File: src/hdl/psd_pkg.sv
// Shared types and constants for the pairwise sequence score distance block.
package psd_pkg;

    localparam int ALPHABET_DEF  = 32;
    localparam int MAX_SITES_DEF = 65536;

    localparam int SYM_W   = 5;
    localparam int SCORE_W = 16;
    localparam int SUM_W   = 40;
    localparam int CNT_W   = 17;
    localparam int COUNT_CAP = 131071;

    // sum is never negative, so the quotient needs one bit less than the sum
    localparam int QUO_W = SUM_W - 1;

    localparam logic [SUM_W-1:0] SUM_MAX = {1'b0, {(SUM_W-1){1'b1}}};
    localparam logic [SCORE_W-1:0] DIST_MAX = {1'b0, {(SCORE_W-1){1'b1}}};

    localparam logic FUNC_LOAD = 1'b0;
    localparam logic FUNC_SITE = 1'b1;

    typedef struct packed {
        logic             start;
        logic [QUO_W-1:0] dividend;
        logic [CNT_W-1:0] divisor;
    } t_div_req;

    typedef struct packed {
        logic busy;
        logic done;
    } t_div_stat;

endpackage

File: src/hdl/psd_div.sv
// Iterative restoring divider, one quotient bit per cycle.
module psd_div (
    input  logic                     i_clk,
    input  logic                     i_rst_n,
    input  psd_pkg::t_div_req        i_req,
    output psd_pkg::t_div_stat       o_stat,
    output logic [psd_pkg::QUO_W-1:0] o_quotient
);

    localparam int QW = psd_pkg::QUO_W;
    localparam int DW = psd_pkg::CNT_W;
    localparam int CW = $clog2(QW + 1);

    logic [QW-1:0] r_q;
    logic [DW-1:0] r_rem;
    logic [DW-1:0] r_dvs;
    logic [CW-1:0] r_cnt;
    logic          r_busy;
    logic          r_done;

    logic [DW:0]   w_sh;
    logic [DW:0]   w_diff;
    logic          w_geq;

    assign w_sh   = {r_rem, r_q[QW-1]};
    assign w_diff = w_sh - {1'b0, r_dvs};
    assign w_geq  = !w_diff[DW];

    always_ff @(posedge i_clk) begin
        if (!i_rst_n) begin
            r_busy <= 1'b0;
            r_done <= 1'b0;
            r_cnt  <= '0;
        end else begin
            r_done <= 1'b0;
            if (i_req.start) begin
                r_q    <= i_req.dividend;
                r_dvs  <= i_req.divisor;
                r_rem  <= '0;
                r_cnt  <= CW'(QW);
                r_busy <= 1'b1;
            end else if (r_busy) begin
                r_q   <= {r_q[QW-2:0], w_geq};
                r_rem <= w_geq ? w_diff[DW-1:0] : w_sh[DW-1:0];
                r_cnt <= r_cnt - 1'b1;
                if (r_cnt == CW'(1)) begin
                    r_busy <= 1'b0;
                    r_done <= 1'b1;
                end
            end
        end
    end

    assign o_stat.busy = r_busy;
    assign o_stat.done = r_done;
    assign o_quotient  = r_q;

endmodule

File: config.mk
export PLATFORM = sky130hd
export DESIGN_NAME = psd_div
export DESIGN_NICKNAME = d
export VERILOG_FILES = /design/src/hdl/psd_pkg.sv /design/src/hdl/psd_div.sv
export SDC_FILE = /design/constraint.sdc
export NUM_CORES = 1
export LEC_CHECK = 0
export ABC_AREA = 1
export ABC_CLOCK_PERIOD_IN_PS = 6900
export BUFFER_PORTS_ARGS = -buffer_cell sky130_fd_sc_hd__buf_4
export CORE_ASPECT_RATIO = 1.2
export CORE_UTILIZATION = 39
export DETAILED_ROUTE_END_ITERATION = 6
export GPL_ROUTABILITY_DRIVEN = 0
export PLACE_DENSITY = 0.66
export SLEW_MARGIN = 20
export SYNTH_ARGS = -nofsm -noshare
export SYNTH_HDL_FRONTEND = slang
export SYNTH_SLANG_ARGS = --single-unit
File: constraint.sdc
create_clock -name i_clk -period 6.9 [get_ports i_clk]
set_input_delay 0.69 -clock i_clk [delete_from_list [all_inputs] [get_ports i_clk]]
set_output_delay 0.69 -clock i_clk [all_outputs]
set_load 0.02 [all_outputs]
## Word level (Yosys, flattened, before mapping)

Index checks and enable logic that the tools add are counted.

| storage, ports and cells | value |
|---|---|
| register bits | 81 |
| bits of input ports | 59 |
| output and inout port bits | 41 |
| word-level logic and storage cells | 28 |

| cells by class | value |
|---|---|
| $add $sub $neg | 2 |
| eq/ne operators | 1 |
| muxes and demuxes | 10 |
| bitwise logic cells | 2 |
| reductions and logical operators | 6 |

Operators by type and width:

| cell | count |
|---|---|
| 39-bit 2-to-1 mux | 2 |
| 17-bit 2-to-1 mux | 2 |
| 18-bit by 17-bit subtractor with 18-bit output | 1 |
| 6-bit 2-to-1 mux | 2 |
| 6-bit by 1-bit == test with 1-bit output (second input constant) | 1 |
| 6-bit by 1-bit subtractor with 6-bit output (second input constant) | 1 |
| 1-bit 2-to-1 mux | 4 |
| 2-bit AND reduction | 2 |
| 3-bit OR reduction | 1 |
| 1-bit NOT | 2 |
| 2-bit nonzero test | 1 |
| 2-bit OR reduction | 1 |
| 1-bit logical NOT | 1 |

## Depth between registers and ports, before layout

| logic depth | value |
|---|---|
| depth after elaboration | 4 |
| gate-level depth with buffers | 15 |
| gate-level depth less buffers | 14 |

## Worst setup path after synthesis

No wires, ideal clock.

| timing path | value |
|---|---|
| path type | input -> register |
| start | input i_req[56] (netlist bit) |
| end | register r_q[0] (netlist: o_quotient[0]) (enable) |
| setup time | 0.471 ns |
| arrival | 3.394 ns |
| required time | 6.429 ns |
| slack | 3.035 ns |
| cell stages on the path | 3 |
| path buffers | 1 |
| path through | clkbuf_1 nor2_1 nor2_1 |

| on the way | value |
|---|---|
| word-level cells in the longest chain between the ends | 2 |

RTL lines:

| what | RTL line | RTL |
|---|---|---|
| start: declaration | psd_div.sv:5 | `input psd_pkg::t_div_req i_req,` |
| 2-bit nonzero test (no line) | -- |  |
| 2-bit AND reduction (no line) | -- |  |
| end signal: assignment | psd_div.sv:37 | `r_q <= i_req.dividend;` |
| end signal: assignment | psd_div.sv:43 | `r_q <= {r_q[QW-2:0], w_geq};` |
| end: declaration | psd_div.sv:14 | `logic [QW-1:0] r_q;` |

No other way between the ends.
A chain may end at the register's enable or synchronous reset.

## Worst setup path after layout

| timing path | value |
|---|---|
| start | register r_rem[13] |
| end | register r_rem[2] (data pin) |

| on the way | value |
|---|---|
| word-level cells in the longest chain between the ends | 3 |

RTL lines:

| what | RTL line | RTL |
|---|---|---|
| start: declaration | psd_div.sv:15 | `logic [DW-1:0] r_rem;` |
| start signal: assignment | psd_div.sv:44 | `r_rem <= w_geq ? w_diff[DW-1:0] : w_sh[DW-1:0];` |
| 18-bit by 17-bit subtractor with 18-bit output | psd_div.sv:26 | `assign w_diff = w_sh - {1'b0, r_dvs};` |
| 17-bit 2-to-1 mux | psd_div.sv:44 |  |
| 17-bit 2-to-1 mux | psd_div.sv:42 | `end else if (r_busy) begin` |

No other way between the ends. The select of a mux whose other input is x is not followed.

==> results by group <==
Clock network
  • CTS buffer count: 9
  • Post_cts resized: 0
  • CTS Buffer Depth: 2
  • Worst skew pair latency: 0.33 ns
  • CTS Hold Buffers Added: 0
  • CTS Root Cell: clkbuf_16
  • CTS tree: built
  • Worst-path clk slew: 0.06 ns
  • Postcts setup bufs: 0
  • H-tree levels: 3
  • TritonCTS Sinks: 81

STA
  • Setup violations, final: 0
  • Actual slew at the worst max-slew pin: 0.9292 ns
  • Final Cycle Share: 36.79%
  • Setup TNS: 0 ns
  • Hold Fails Final Rpt: 0
  • Relative slew slack: 37.96%
  • Period minus WS final: 2.538 ns
  • Slew Limit Fails: 0
  • RSZ-0062 raised after global routing: no
  • Clock Skews: 0.006834 ns
  • Fmax: 0.3939 GHz

Drt
  • Post-route ant nets: 0
  • Drt wl/cell: 12.89 um
  • First-pass iteration count of the detailed router: 4
  • Vias per Instance: 4.704
  • Residual DRC count: 0
  • Iter 0 DRT Violations: 232
  • Aggregate routed wire length: 10,510 um
  • Via count: 3,834

Synthesis
  • Yosys top cell by area: edfxtp_1
  • Synthesized flop and latch total: 81
  • Area contributors post-synth: edfxtp_1, nand2_1, inv_1, ha_1, dfxtp_1
  • Syn nets: 637
  • Synthesized cell area: 4613 um^2
  • Share of the synthesized area in the top cell type: 47.52%
  • Ys Warns: 0
  • Distinct cell type count after synthesis: 35
  • Sequential element share of the synthesized area: 50.99%
  • Avg Inst Size Synth: 8.267 um^2
  • Cells after synthesis: 558

Final layout
  • Number of nets in the layout: 732
  • Most common cell after layout, fill and taps aside: nand2_1
  • Most frequent cells in the layout: nand2_1, buf_4, edfxtp_1
  • Layout area overhead: 24.95%
  • Layout cells sized above 1: 21.58%
  • # fillers: 1,064
  • Diodes inserted: 0

Power
  • Cell area power density: 246.1 nW/um^2
  • Reg power frac: 42.9%
  • Clock Power Share: 32.8%
  • Total Power: 1.419 mW
  • Logic gate share of total power: 24.3%
  • Pleak: 2.892 nW
  • Net Switching: 434.2 uW
  • Net Sw Frac: 30.60%
  • Peak supply drop: 0.1450 mV
  • Int Pwr: 984.5 uW

Critical path
  • CP Class: reg2reg
  • CP Data Required Time: 6.99 ns
  • Worst Setup End Kind: flop
  • WP data arrival: 2.62 ns
  • R2r worst-path depth: 9
  • Crit Path Max Fanout: 11
  • Critical Path Start Type: flop

GRT
  • Congestion Overflow GR: 0
  • Largest net degree at the start of global routing: 60
  • Initial antenna violation count: 0
  • Vias in the first global route: 3,645
  • All-Layer GR Usage: 18.04%
  • First-pass GRT wire length: 16,970 um

Die
  • IO Pins: 100
  • Die Span Y: 121.1 um
  • Initial Util: 39.88%
  • Core area: 11,570 um^2
  • Row cnt: 43
  • Die X: 101.3 um
  • Die area: 12,270 um^2

Placed design
  • IO buf count: 99
  • Dpl hpwl: 7783 um

Hold path
  • Min-Delay Path Class: reg2reg
  • Hold Path Stages: 2

Flow run
  • Max-Cap Viols: 0

Outcome
  • Status: complete, no violations
registers in the layout, summed over array words and instances, names as in the netlist:
| signal | flops |
|---|---|
| r_busy | 1 |
| r_done | 1 |
| o_quotient | 39 |
| r_rem | 17 |
| r_dvs | 17 |
| r_cnt | 6 |
cells by family (layout without fill, tap and decap cells):
logic type | after synthesis | in the layout | synth area share [%]
AOI/OAI and AO/OA | 28 | 28 | 3.390
buffers and inverters | 92 | 192 | 8.245
adders and majority gates | 20 | 20 | 5.587
xor gates and xnor gates | 9 | 9 | 1.709
and+or+nand+nor | 328 | 328 | 30.08
DFF | 81 | 81 | 50.99
through the flow:
step	hold WS (ns)	cell area, um^2	cells	utilization, %	worst slack [ns]
floorplan	0.4751	4613	558	-	3.035
global placement	0.5007	5473	799	47.31	4.421
detailed placement	0.5091	5473	799	47.31	4.377
CTS	0.5215	5764	815	49.83	4.373
global route	0.5183	5764	815	49.83	4.184
finish	0.5262	5764	815	49.83	4.362
path summary, 6_finish.rpt:
| check | startpoint | to | slack, ns |
|---|---|---|---|
| setup / recovery | r_rem[13]$_SDFFCE_PP0P_ | r_rem[2]$_SDFFCE_PP0P_ | 4.36 |
| hold / removal | r_cnt[0]$_SDFFE_PN0N_ | r_cnt[0]$_SDFFE_PN0N_ | 0.53 |
| setup reg to reg | r_rem[13]$_SDFFCE_PP0P_ | r_rem[2]$_SDFFCE_PP0P_ | 4.36 |
| hold reg to reg | r_cnt[0]$_SDFFE_PN0N_ | r_cnt[0]$_SDFFE_PN0N_ | 0.53 |
per-layer routing:
layer	vias to the layer above	global-route usage, %	share of wire, %
met5	-	0	0
li1	1954	-	-
met4	0	5.163	1.0
met1	1739	22.91	44
met3	6	4.435	6.8
met2	135	30.27	48
area by class of cell:
cell class | instances | area [um^2] | share of cell area, %
multi-input cells | 385 | 1888 | 32.75
inverters | 76 | 285.3 | 4.949
flip-flops and latches | 81 | 2352 | 40.81
clock inverters | 5 | 37.54 | 0.6512
clock buffers | 11 | 254.0 | 4.406
well taps | 157 | 196.4 | 3.408
repair buffers | 100 | 750.7 | 13.02
power by group through the flow:
stage                     logic (mW)  registers (mW)  clock network (mW)
after CTS                      0.346           0.608               0.471
final                          0.345           0.609               0.465
after global placement         0.339           0.617                   0
after detailed placement       0.344           0.617                   0
after floorplan                0.229           0.631                   0
after global routing           0.387           0.612               0.493
critical path, cell delays in order (launching register included):
cell      delay (ns)
edfxtp_1        0.41
ha_1            0.38
a21oi_1         0.24
o21ai_0         0.13
nor2_2          0.26
nand2_4         0.09
nand2_1         0.28
nand2_1         0.28
nor2_1          0.17
nor2_1          0.06
synth_stat cells:
library cell,n
nand3b_1,1
nand3_1,29
nor3_1,5
buf_4,2
fa_1,1
nor2_1,41
nand3_4,1
dfxtp_1,8
edfxtp_1,73
and3_1,3
nand2_4,4
a31oi_1,1
buf_12,1
o21ai_0,5
buf_6,1
xnor2_1,1
nor2_2,13
a21oi_1,15
nor4_1,2
xor2_1,8
o21bai_1,2
nand3_2,1
buf_1,1
a21boi_0,3
nand2_2,2
inv_2,4
o31ai_1,1
ha_1,19
o21ai_1,1
buf_2,3
clkbuf_1,8
nand2_1,222
or2_2,1
inv_1,72
nand4_1,3
Note: power is estimated with default switching activity, not from simulation.
